--- config.mk ---
export PLATFORM = sky130hd
export DESIGN_NAME = deadline_timer_bank_unit
export DESIGN_NICKNAME = d
export VERILOG_FILES = /design/src/hdl/dtb_pkg.sv /design/src/hdl/dtb_ctrl.sv /design/src/hdl/dtb_datapath.sv /design/src/hdl/deadline_timer_bank_unit.sv
export SDC_FILE = /design/constraint.sdc
export NUM_CORES = 1
export LEC_CHECK = 0
export BUFFER_PORTS_ARGS = -buffer_cell sky130_fd_sc_hd__buf_2
export CORE_AREA = 2 2 271 273
export CTS_CLUSTER_DIAMETER = 50
export DETAILED_ROUTE_END_ITERATION = 10
export DIE_AREA = 0 0 273 275
export GPL_TIMING_DRIVEN = 0
export PLACE_DENSITY = 0.5
export SLEW_MARGIN = 20
export SYNTH_ARGS = -nofsm -noshare
export SYNTH_HDL_FRONTEND = slang
export SYNTH_SLANG_ARGS = --single-unit
--- constraint.sdc ---
create_clock -name clk -period 12.73 [get_ports clk]
set_input_delay 3.1825 -clock clk [delete_from_list [all_inputs] [get_ports clk]]
set_output_delay 3.1825 -clock clk [all_outputs]
set_load 0.1 [all_outputs]
--- src/hdl/dtb_pkg.sv ---
// ----------------------------------------------------------------------------
// dtb_pkg: deadline timer bank shared definitions
// Widths, action codes, request/response payloads and controller interface.
// ----------------------------------------------------------------------------
package dtb_pkg;

	localparam int NUM_TIMERS = 8;
	localparam int IDX_W      = (NUM_TIMERS > 8) ? 3 :
	                            (NUM_TIMERS > 1) ? $clog2(NUM_TIMERS) : 1;
	localparam int ACT_W      = 3;
	localparam int TID_W      = 3;
	localparam int TIME_W     = 32;

	localparam logic [TIME_W-1:0] MAX_DELAY_RST = 32'h7FFF_FFFF;

	localparam logic [ACT_W-1:0] ACT_TICK   = 3'd0;
	localparam logic [ACT_W-1:0] ACT_START  = 3'd1;
	localparam logic [ACT_W-1:0] ACT_RELOAD = 3'd2;
	localparam logic [ACT_W-1:0] ACT_DEACT  = 3'd3;
	localparam logic [ACT_W-1:0] ACT_SETEL  = 3'd4;
	localparam logic [ACT_W-1:0] ACT_QUERY  = 3'd5;

	typedef struct packed {
		logic [ACT_W-1:0]  action;
		logic [TID_W-1:0]  timer_index;
		logic [TIME_W-1:0] timeout_ms;
	} req_t;

	typedef struct packed {
		logic [TID_W-1:0]  timer_id;
		logic              is_active;
		logic              is_elapsed;
		logic              active_elapsed;
		logic [TIME_W-1:0] remaining_ms;
	} rsp_t;

	typedef struct packed {
		logic load;
		logic exec;
		logic stat;
	} cmd_t;

	typedef struct packed {
		logic out_hold;
	} sts_t;

endpackage

--- src/hdl/dtb_ctrl.sv ---
// ----------------------------------------------------------------------------
// dtb_ctrl: deadline timer bank controller
// Sequences one request through capture, update and status phases.
// ----------------------------------------------------------------------------
module dtb_ctrl import dtb_pkg::*; (
	input  logic clk,
	input  logic arst_n,
	input  logic req_valid,
	output logic req_ready,
	input  sts_t sts,
	output cmd_t cmd
);

	typedef enum logic [2:0] {
		ST_IDLE = 3'b001,
		ST_EXEC = 3'b010,
		ST_STAT = 3'b100
	} state_t;

	state_t state_q, state_d;

	always_comb begin
		state_d   = state_q;
		cmd       = '0;
		req_ready = 1'b0;
		unique case (state_q)
			ST_IDLE: begin
				req_ready = 1'b1;
				if (req_valid) begin
					cmd.load = 1'b1;
					state_d  = ST_EXEC;
				end
			end
			ST_EXEC: begin
				cmd.exec = 1'b1;
				state_d  = ST_STAT;
			end
			ST_STAT: begin
				if (!sts.out_hold) begin
					cmd.stat = 1'b1;
					state_d  = ST_IDLE;
				end
			end
			default: begin
				state_d = ST_IDLE;
			end
		endcase
	end

	always_ff @(posedge clk or negedge arst_n) begin
		if (!arst_n) begin
			state_q <= ST_IDLE;
		end else begin
			state_q <= state_d;
		end
	end

endmodule

--- src/hdl/dtb_datapath.sv ---
// ----------------------------------------------------------------------------
// dtb_datapath: deadline timer bank datapath
// Tick counter, timer entries, remaining-time compare and response register.
// ----------------------------------------------------------------------------
module dtb_datapath import dtb_pkg::*; (
	input  logic              clk,
	input  logic              arst_n,
	input  req_t              req,
	input  cmd_t              cmd,
	output sts_t              sts,
	input  logic              max_delay_we,
	input  logic [TIME_W-1:0] max_delay_data,
	output logic              rsp_valid,
	input  logic              rsp_ready,
	output rsp_t              rsp
);

	req_t              item_q;
	logic [TIME_W-1:0] now_q;
	logic [TIME_W-1:0] max_delay_q;
	logic [TIME_W-1:0] deadline_q [NUM_TIMERS];
	logic              active_q   [NUM_TIMERS];
	logic              elapsed_q  [NUM_TIMERS];
	logic              rsp_valid_q;
	rsp_t              rsp_q;

	logic [IDX_W-1:0]  idx;
	logic              in_range;
	logic [TIME_W-1:0] cur_deadline;
	logic [TIME_W-1:0] sum;
	logic [TIME_W-1:0] diff;
	logic [TIME_W-1:0] remain;
	logic              latch_en;
	logic              new_elapsed;

	assign idx          = item_q.timer_index[IDX_W-1:0];
	assign in_range     = ({29'd0, item_q.timer_index} < 32'(NUM_TIMERS));
	assign cur_deadline = deadline_q[idx];
	assign sum          = ((item_q.action == ACT_START) ? now_q : cur_deadline)
	                      + item_q.timeout_ms;
	assign diff         = cur_deadline - now_q;
	assign remain       = (diff > max_delay_q) ? '0 : diff;
	assign latch_en     = (item_q.action == ACT_START) || (item_q.action == ACT_RELOAD)
	                      || (item_q.action == ACT_QUERY);
	assign new_elapsed  = elapsed_q[idx] | (latch_en && (remain == '0));

	assign sts.out_hold = rsp_valid_q && !rsp_ready;
	assign rsp_valid    = rsp_valid_q;
	assign rsp          = rsp_q;

	always_ff @(posedge clk) begin
		if (cmd.load) begin
			item_q <= req;
		end
		if (cmd.stat) begin
			rsp_q.timer_id       <= item_q.timer_index;
			rsp_q.is_active      <= in_range && active_q[idx];
			rsp_q.is_elapsed     <= !in_range || new_elapsed;
			rsp_q.active_elapsed <= in_range && active_q[idx] && new_elapsed;
			rsp_q.remaining_ms   <= in_range ? remain : '0;
		end
	end

	always_ff @(posedge clk or negedge arst_n) begin
		if (!arst_n) begin
			now_q       <= '0;
			max_delay_q <= MAX_DELAY_RST;
			rsp_valid_q <= 1'b0;
			for (int i = 0; i < NUM_TIMERS; i++) begin
				deadline_q[i] <= '0;
				active_q[i]   <= 1'b0;
				elapsed_q[i]  <= 1'b1;
			end
		end else begin
			if (max_delay_we) begin
				max_delay_q <= max_delay_data;
			end
			if (cmd.exec) begin
				if (item_q.action == ACT_TICK) begin
					now_q <= now_q + 32'd1;
				end
				if (in_range) begin
					unique case (item_q.action)
						ACT_START, ACT_RELOAD: begin
							deadline_q[idx] <= sum;
							active_q[idx]   <= 1'b1;
							elapsed_q[idx]  <= 1'b0;
						end
						ACT_DEACT: begin
							active_q[idx]  <= 1'b0;
							elapsed_q[idx] <= 1'b1;
						end
						ACT_SETEL: begin
							active_q[idx]  <= 1'b1;
							elapsed_q[idx] <= 1'b1;
						end
						default: begin
						end
					endcase
				end
			end
			if (cmd.stat && in_range) begin
				elapsed_q[idx] <= new_elapsed;
			end
			if (cmd.stat) begin
				rsp_valid_q <= 1'b1;
			end else if (rsp_ready) begin
				rsp_valid_q <= 1'b0;
			end
		end
	end

endmodule

--- src/hdl/deadline_timer_bank_unit.sv ---
// ----------------------------------------------------------------------------
// deadline_timer_bank_unit: bank of millisecond deadline timers
// Shared 32-bit tick counter with per-timer deadlines and latched elapsed flags.
// ----------------------------------------------------------------------------
// Usage:
//   req channel (req_valid/req_ready, req): one action on the tick counter or
//   on one timer. rsp channel (rsp_valid/rsp_ready, rsp): the addressed
//   timer's status after the action, exactly one per request.
//   max_delay_we/max_delay_data write the wrap guard register;
//   write it only while no request is in flight.
//   A request is captured, then the action updates the counter or timer,
//   then the status phase registers the response. Requests do not overlap:
//   a new one is taken only after the capture, update and status phases
//   of the controller are done.
//   A new request is taken while a finished response still waits; if the
//   receiver stalls, the status phase holds until the response register
//   frees, and the response stays stable.
//   Reset: counter 0, all deadlines 0, all timers inactive and elapsed,
//   max_delay 0x7FFFFFFF. No clearing pass is needed.
// ----------------------------------------------------------------------------
module deadline_timer_bank_unit import dtb_pkg::*; (
	input  logic              clk,
	input  logic              arst_n,
	input  logic              req_valid,
	output logic              req_ready,
	input  req_t              req,
	output logic              rsp_valid,
	input  logic              rsp_ready,
	output rsp_t              rsp,
	input  logic              max_delay_we,
	input  logic [TIME_W-1:0] max_delay_data
);

	cmd_t cmd;
	sts_t sts;

	dtb_ctrl u_ctrl (
		.clk       (clk),
		.arst_n    (arst_n),
		.req_valid (req_valid),
		.req_ready (req_ready),
		.sts       (sts),
		.cmd       (cmd)
	);

	dtb_datapath u_datapath (
		.clk            (clk),
		.arst_n         (arst_n),
		.req            (req),
		.cmd            (cmd),
		.sts            (sts),
		.max_delay_we   (max_delay_we),
		.max_delay_data (max_delay_data),
		.rsp_valid      (rsp_valid),
		.rsp_ready      (rsp_ready),
		.rsp            (rsp)
	);

	a_cmd_excl: assert property (@(posedge clk) disable iff (!arst_n)
		$onehot0({cmd.load, cmd.exec, cmd.stat}))
		else $error("controller issued overlapping commands");

	a_load_exec: assert property (@(posedge clk) disable iff (!arst_n)
		(req_valid && req_ready) |=> cmd.exec)
		else $error("accepted request not executed next cycle");

	a_stat_free: assert property (@(posedge clk) disable iff (!arst_n)
		cmd.stat |-> !(rsp_valid && !rsp_ready))
		else $error("response register overwritten while stalled");

	a_stat_rsp: assert property (@(posedge clk) disable iff (!arst_n)
		cmd.stat |=> rsp_valid)
		else $error("status phase did not produce a response");

endmodule
==> results of run 1 <==
## registers in the layout (all words and copies together) (netlist names), named ones only
name,flops
u_ctrl.state_q,3
u_datapath.idx,3
u_datapath.deadline_q,256
u_datapath.item_q,35
u_datapath.rsp_valid,1
u_datapath.elapsed_q,8
u_datapath.rsp,38
u_datapath.now_q,32
u_datapath.max_delay_q,32
## where the power goes
part / internal, uW / switching, uW
registers: 1760 / 142
clock network: 1020 / 652
logic: 1290 / 2260
total: 4080 / 3060
## placed cells by master, fill, tap and decap left out, types with 40 or more instances in the layout
master | Yosys | layout
dfrtp_1 | 300 | 300
nand2_1 | 209 | 209
mux2_2 | 200 | 200
o21ai_0 | 167 | 167
a22oi_1 | 131 | 131
buf_2 | 0 | 112
clkbuf_1 | 89 | 100
ha_1 | 95 | 95
inv_1 | 84 | 84
edfxtp_1 | 76 | 76
a21oi_1 | 75 | 75
nor2_1 | 73 | 71
xnor2_1 | 64 | 64
clkbuf_16 | 0 | 58
nand4_1 | 47 | 47
dfstp_2 | 40 | 40
## final timing paths
check	to	slack, ns
worst max-delay path	u_datapath.rsp[24]	4.37
worst min-delay path	u_datapath.rsp[35]	0.45
worst max register to register	u_datapath.rsp[24]	4.37
worst min register to register	u_datapath.rsp[35]	0.45
max in group asynchronous	u_datapath.deadline_q[220]	8.39
min in group asynchronous	u_ctrl.state_q[1]	2.43
## layer usage
metal	vias to the layer above	track usage	share of wire
met3	144	0.0389	0.066
met5	-	0	0.00037
li1	7568	-	-
met4	4	0.0689	0.037
met1	8247	0.235	0.43
met2	558	0.307	0.47
## worst max-delay path, delay by kind of cell (launching register included)
kind                     cells  cell delay, ns
AO/OA/AOI/OAI                7            1.22
AND/OR/NAND/NOR              9            3.18
adder cells (fa/ha/maj)      2            0.69
XOR/XNOR                     1            0.23
buffers and inverters        4            2.35
flip-flops                   1            0.35
## cells by family after synthesis
| kind of cell | count (synthesis) | synth area share |
|---|---|---|
| compound gates | 496 | 0.148 |
| xor+xnor | 85 | 0.0348 |
| fa+ha+maj | 97 | 0.0574 |
| buf+inv | 179 | 0.0315 |
| flops | 416 | 0.507 |
| mux | 204 | 0.107 |
| simple gates | 501 | 0.114 |
## per-stage QoR
stage,instances,total power (uW),worst slack (ns)
global placement,3050,5380,1.96
detailed placement,3057,5470,4.53
global route,3165,7660,3.85
CTS,3165,7170,4.49
finish,3165,7130,4.37
floorplan,1978,4360,6.74
## area by class of cell
type,count,area [sq um]
fillers,7234,47000
plain buffers,95,359
clock inverters,33,453
clock buffers,75,1570
inverters,84,315
well taps,959,1200
flip-flops and latches,416,10800
repair buffers,120,733
multi-input cells,1383,9890
==> results by group, run 1 <==
Routing
  – DR pass1 iterations: 6
  – Drt drc: 0
  – DRT Wirelength: 69.8 mm
  – Vias/cell: approximately 5.2
  – Vias after detailed routing: approximately 17,000
  – Post-route ant nets: 0
  – Iter 0 DRT Violations: 1,361
  – Routed length per placed instance: 22.0 microns

Min path
  – Min-Delay Path Class: reg2reg
  – Hold Crit Depth: 0
  – Hold Crit Start: u_datapath.idx[0]

Setup path
  – CP Launch Type: flop
  – Slowest-stage cell, CP: buf_1
  – Delay of the slowest critical-path stage: 0.89 ns
  – Worst path cell trace: clkbuf_1 -> nor3b_1 -> clkbuf_1 -> buf_1 -> a22oi_1 -> nand4_1 -> ha_1 -> a21oi_1 -> o211ai_1 -> nor3_1 -> nor4_1 -> nor3_1 -> o211ai_1 -> xor2_1 -> ha_1 -> nand4_1 -> nor4_1 -> a211oi_1 -> o21ai_0 -> a21oi_1 -> nor2_1 -> clkbuf_1 -> nor2b_1
  – Crit Path Max Fanout: 10
  – CP Data Required Time: about 13 ns
  – Worst reg-to-reg path cell count: 23
  – Critical Path End Type: flop
  – Reg-to-Reg Start: u_datapath.idx[1]
  – Most used cell, CP: clkbuf_1
  – Crit path from: u_datapath.idx[1]
  – WS Path Type: reg2reg
  – Worst Path Arrival: 8.70 ns

Floorplanning
  – Site Rows: 99
  – Core Footprint: ~72,000 sq um
  – Num ports: roughly 120
  – Chip height: 275 microns
  – Die Wd: 273 microns
  – Initial cell density of the core: 0.296
  – Die area: roughly 75,000 sq um

Power
  – Leak Pwr: 0.0115 uW
  – Peak VDD IR: 158 uV
  – Power per cell area: 281 nW/um^2

Logic synthesis
  – YS warnings: 0
  – Synth unique cells: 67
  – Dominant cells by area after synthesis: dfrtp_1 (35%), edfxtp_1 (11%), mux2_2 (11%)
  – Mapped Area: 21,400 sq um
  – Most numerous cell in the Yosys netlist: dfrtp_1
  – Syn nets: 2,150
  – Syn avg cell area: 10.8 sq um
  – Cell taking the most area after synthesis: dfrtp_1
  – Async set-reset flop share out of synthesis: 0.817
  – #FFs+latches synth: 416
  – Synth Instances: 1,978
  – Predominant post-synthesis flop cell: dfrtp_1
  – Post-synth top cells: dfrtp_1 (300), nand2_1 (209), mux2_2 (200)
  – Post-synth EDFFs: 76
  – Yosys top cell area share: 0.351
  – Register area share after synthesis: 0.507

Place
  – Port Buffers: 113
  – Placer congestion estimate: between 0.9 and 1
  – Post-DP HPWL: 50.3 mm
  – Area after DPL: 23,300 sq um

STA
  – RSZ-0062 raised after global routing: no
  – Max-slew headroom: 0.226
  – Fmax: approximately 120 MHz
  – Setup_tns: 0 ns
  – Final Hold Viols: 0
  – Final Skew: between 0.03 and 0.04 ns
  – Setup-failing EPs final: 0
  – Final worst-path cycle share: 0.657
  – Slew @ Worst Pin: 1.16 ns
  – Max-slew violations: 0
  – Fin crit period: 8.36 ns
  – Min Hold Slack: around 0.45 ns

Clock network
  – Worst-path clk slew: 0.05 ns
  – TritonCTS buffer count: 57
  – Maximum buffer depth of the clock tree: 3
  – Clk sinks: 416
  – CTS Hold Bufs: 0
  – Worst-skew pair later-pin latency: 0.64 ns
  – Root buffer cell: clkbuf_16
  – Post-cts sizing count: 0
  – TritonCTS clock tree: built
  – Htree depth: 2
  – Setup bufs post-CTS: 0

Cells and area
  – Layout cells sized above 1: 0.217
  – Final instance area: 25,400 sq um
  – Final core occ: 0.351
  – Area delta synth->final: 18.6%
  – Ant diodes: 0
  – NumNets Final: between 2,000 and 2,500

Global routing
  – Largest net degree at the start of global routing: 97
  – First-pass GRT wire length: 104 mm
  – Vias in the first global route: 16,700
  – Gr usage total: 0.184
  – Antenna violations before repair: 3
  – GRT overflow: 0

Status
  – Status: finished, final reports clean

Job
  – Max Cap Viol: 0
Note: power is estimated with default switching activity, not from simulation.
==> run 2, diff against run 1 <==
==> constraint.sdc (replaced) <==
create_clock -name clk -period 8.2 [get_ports clk]
set_input_delay 2.05 -clock clk [delete_from_list [all_inputs] [get_ports clk]]
set_output_delay 2.05 -clock clk [all_outputs]
set_load 0.1 [all_outputs]
==> results by group, run 2 (synthesis gave the netlist of run 1 again) <==
Status
  – Status: finished, final reports clean

Clock network
  – Worst-path clk slew: 0.06 ns (about the same)
  – Htree depth: 2 (unchanged)
  – Clk sinks: 416 (unchanged)
  – Maximum buffer depth of the clock tree: 3 (unchanged)
  – Root buffer cell: clkbuf_16
  – TritonCTS buffer count: 57 (unchanged)
  – CTS Hold Bufs: 0 (unchanged)
  – TritonCTS clock tree: built
  – Setup bufs post-CTS: 0 (unchanged)
  – Worst-skew pair later-pin latency: 0.65 ns (about the same)

Cells and area
  – Area delta synth->final: 18.8%
  – Commonest non-fill, non-tap cells in the layout: dfrtp_1 (300), nand2_1 (209), mux2_2 (200)
  – Ant diodes: 0 (unchanged)
  – Fillers: 7,231 (-0.041%)
  – NumNets Final: 2,329 (unchanged)
  – Most common cell after layout, fill and taps aside: dfrtp_1
  – Largest register FFs: 256 (unchanged)
  – Layout cells sized above 1: 0.227 (+0.00997)
  – Largest Register: u_datapath.deadline_q

Global routing
  – Largest net degree at the start of global routing: 97 (unchanged)
  – GRT overflow: 0 (unchanged)
  – Gr usage total: 0.184 (unchanged)
  – Vias in the first global route: 16,700 (unchanged)
  – Antenna violations before repair: 3 (unchanged)
  – First-pass GRT wire length: 104 mm (unchanged)

Setup path
  – Critical Path End Type: flop
  – Worst path cell trace: clkbuf_1 -> nand2_1 -> nor2_2 -> clkbuf_1 -> a22oi_1 -> nand4_1 -> ha_1 -> clkbuf_1 -> nand2_1 -> nor3_1 -> o2111ai_1 -> a31oi_1 -> nor3b_1 -> a21oi_1 -> nand2_1 -> ha_1 -> nand4_1 -> nor4_1 -> a211oi_1 -> o21ai_0 -> a21oi_1 -> nor2_1 -> clkbuf_1 -> nor2b_1
  – Worst R2R End: u_datapath.rsp[6]
  – Most used cell, CP: clkbuf_1
  – Worst path depth: 24 (+4.3%)
  – Critical path's top delay family: simple AND/OR/NAND/NOR gates
  – R2r setup slk: 0.23 ns (-4.14 ns)
  – Slowest-stage cell, CP: clkbuf_1
  – Worst reg-to-reg path cell count: 24 (+4.3%)
  – Worst Path Arrival: 8.33 ns (-0.37 ns)
  – Crit Path Max Fanout: 10 (unchanged)
  – CP Data Required Time: 8.56 ns (-4.51 ns)
  – WS Path Type: reg2reg
  – Reg-to-Reg Start: u_datapath.idx[0]
  – CP Launch Type: flop
  – CP bufs+invs: 4 (unchanged)
  – Critical Path End: u_datapath.rsp[6]
  – Delay of the slowest critical-path stage: 0.91 ns (+0.02 ns)
  – Crit path from: u_datapath.idx[0]

STA
  – Max-slew violations: 0 (unchanged)
  – Fin worst setup slack: 0.229 ns (-4.14 ns)
  – Fmax: 125 MHz (+4.9%)
  – Final Skew: 0.0387 ns (-0.000206 ns)
  – RSZ-0062 raised after global routing: no
  – Final worst-path cycle share: 0.972 (+0.315)
  – Fin crit period: 7.97 ns (-0.390 ns)
  – Max-slew headroom: 0.233 (+0.00748)
  – Slew @ Worst Pin: 1.15 ns (-0.0112 ns)
  – Final Hold Viols: 0 (unchanged)
  – Setup-failing EPs final: 0 (unchanged)

Place
  – Post-DP HPWL: 50.3 mm (unchanged)
  – Placer congestion estimate: 0.917 (unchanged)
  – Pre-CTS WS: -0.000638 ns (-4.53 ns)
  – Port Buffers: 113 (unchanged)

Routing
  – DRT Wirelength: 69.8 mm (about the same)
  – Vias/cell: 5.21 (-0.18%)
  – Iter 0 DRT Violations: 1,304 (-4.2%)
  – Routed length per placed instance: 22.1 microns (about the same)
  – Post-route ant nets: 0 (unchanged)
  – DR pass1 iterations: 5 (-1)
  – Vias after detailed routing: 16,500 (-0.18%)
  – Drt drc: 0 (unchanged)

Power
  – Leak Pwr: 0.0115 uW (+0.56%)
  – Peak VDD IR: 249 uV (+58%)
  – Power per cell area: 436 nW/um^2 (+55%)
  – Power Total: 11,100 uW (+55%)

Floorplanning
  – Site Rows: 99 (unchanged)
  – Die Wd: 273 microns (unchanged)
  – Num ports: 115 (unchanged)
  – Die area: 75,100 sq um (unchanged)
  – Initial cell density of the core: 0.296 (unchanged)
  – Core Footprint: 72,300 sq um (unchanged)
  – Chip height: 275 microns (unchanged)

Job
  – Max Cap Viol: 0 (unchanged)

Min path
  – Min-Delay Path Class: reg2reg
-- run 2: changes by cell type in the layout (fill, tap and decap cells not counted), sizes merged --
cell	delta
clkdlybuf4s15	+1
buf	-4
clkbuf	+3
-- run 2: per-layer routing --
| metal | track usage | vias up | wire (microns) |
|---|---|---|---|
| met5 | 0 | - | 26 |
| met4 | 0.0689 | 4 | 2550 |
| met3 | 0.0389 | 150 | 4480 |
| met2 | 0.307 | 539 | 32800 |
| met1 | 0.235 | 8231 | 29900 |
| li1 | - | 7568 | - |
-- run 2: repair_timing --
item | in CTS | in global routing
gates cloned | 0 | 0
gates resized for setup | 3 | 45
setup endpoints to repair | 7 | 40
pin swaps | 0 | 0
-- run 2: area by class of cell --
cell class / count / area [sq um] / area share
multi-input combinational: 1383 / 9900 / 0.390
sequential: 416 / 10800 / 0.427
inverter: 84 / 315 / 0.0124
buffer: 95 / 389 / 0.0153
tap: 959 / 1200 / 0.0472
clock inverter: 33 / 453 / 0.0178
clock buffer: 75 / 1570 / 0.0616
timing repair buffer: 120 / 733 / 0.0289
-- run 2: how the worst min path moves through the flow --
stage,from,to,slack [ns],cells after the start
floorplan,u_datapath.idx[0],u_datapath.rsp[35],0.42,0
finish,u_datapath.idx[0],u_datapath.rsp[35],0.46,0
detailed placement,u_datapath.idx[0],u_datapath.rsp[35],0.44,0
CTS,u_datapath.idx[0],u_datapath.rsp[35],0.46,0
global route,u_datapath.idx[0],u_datapath.rsp[35],0.47,0
global placement,u_datapath.idx[0],u_datapath.rsp[35],0.44,0
-- run 2: worst reg2reg max path: cells and delay by family, from the launching register on --
kind | cells | cell delay, ns
flops | 1 | 0.34
compound gates | 7 | 1.81
fa+ha+maj | 2 | 0.47
buf+inv | 4 | 2.01
simple gates | 11 | 3.04
-- run 2: power by group --
group | internal, uW | leakage (uW) | switching (uW)
registers | 2740 | 0.00526 | 219
logic | 2020 | 0.00529 | 3500
clock network | 1590 | 0.000975 | 1010
total | 6350 | 0.0115 | 4740
-- run 2: metrics by stage --
| step | hold WS, ns | util | cells | TNS (ns) | instance area (sq um) |
|---|---|---|---|---|---|
| after floorplan | 0.424 | - | 1978 | 0 | 21400 |
| after global placement | 0.440 | 0.320 | 3050 | -419.49 | 23200 |
| after detailed placement | 0.444 | 0.323 | 3057 | -0.000638 | 23300 |
| after CTS | 0.457 | 0.351 | 3165 | 0 | 25400 |
| after global routing | 0.467 | 0.351 | 3165 | 0 | 25400 |
| final | 0.455 | 0.351 | 3165 | 0 | 25400 |
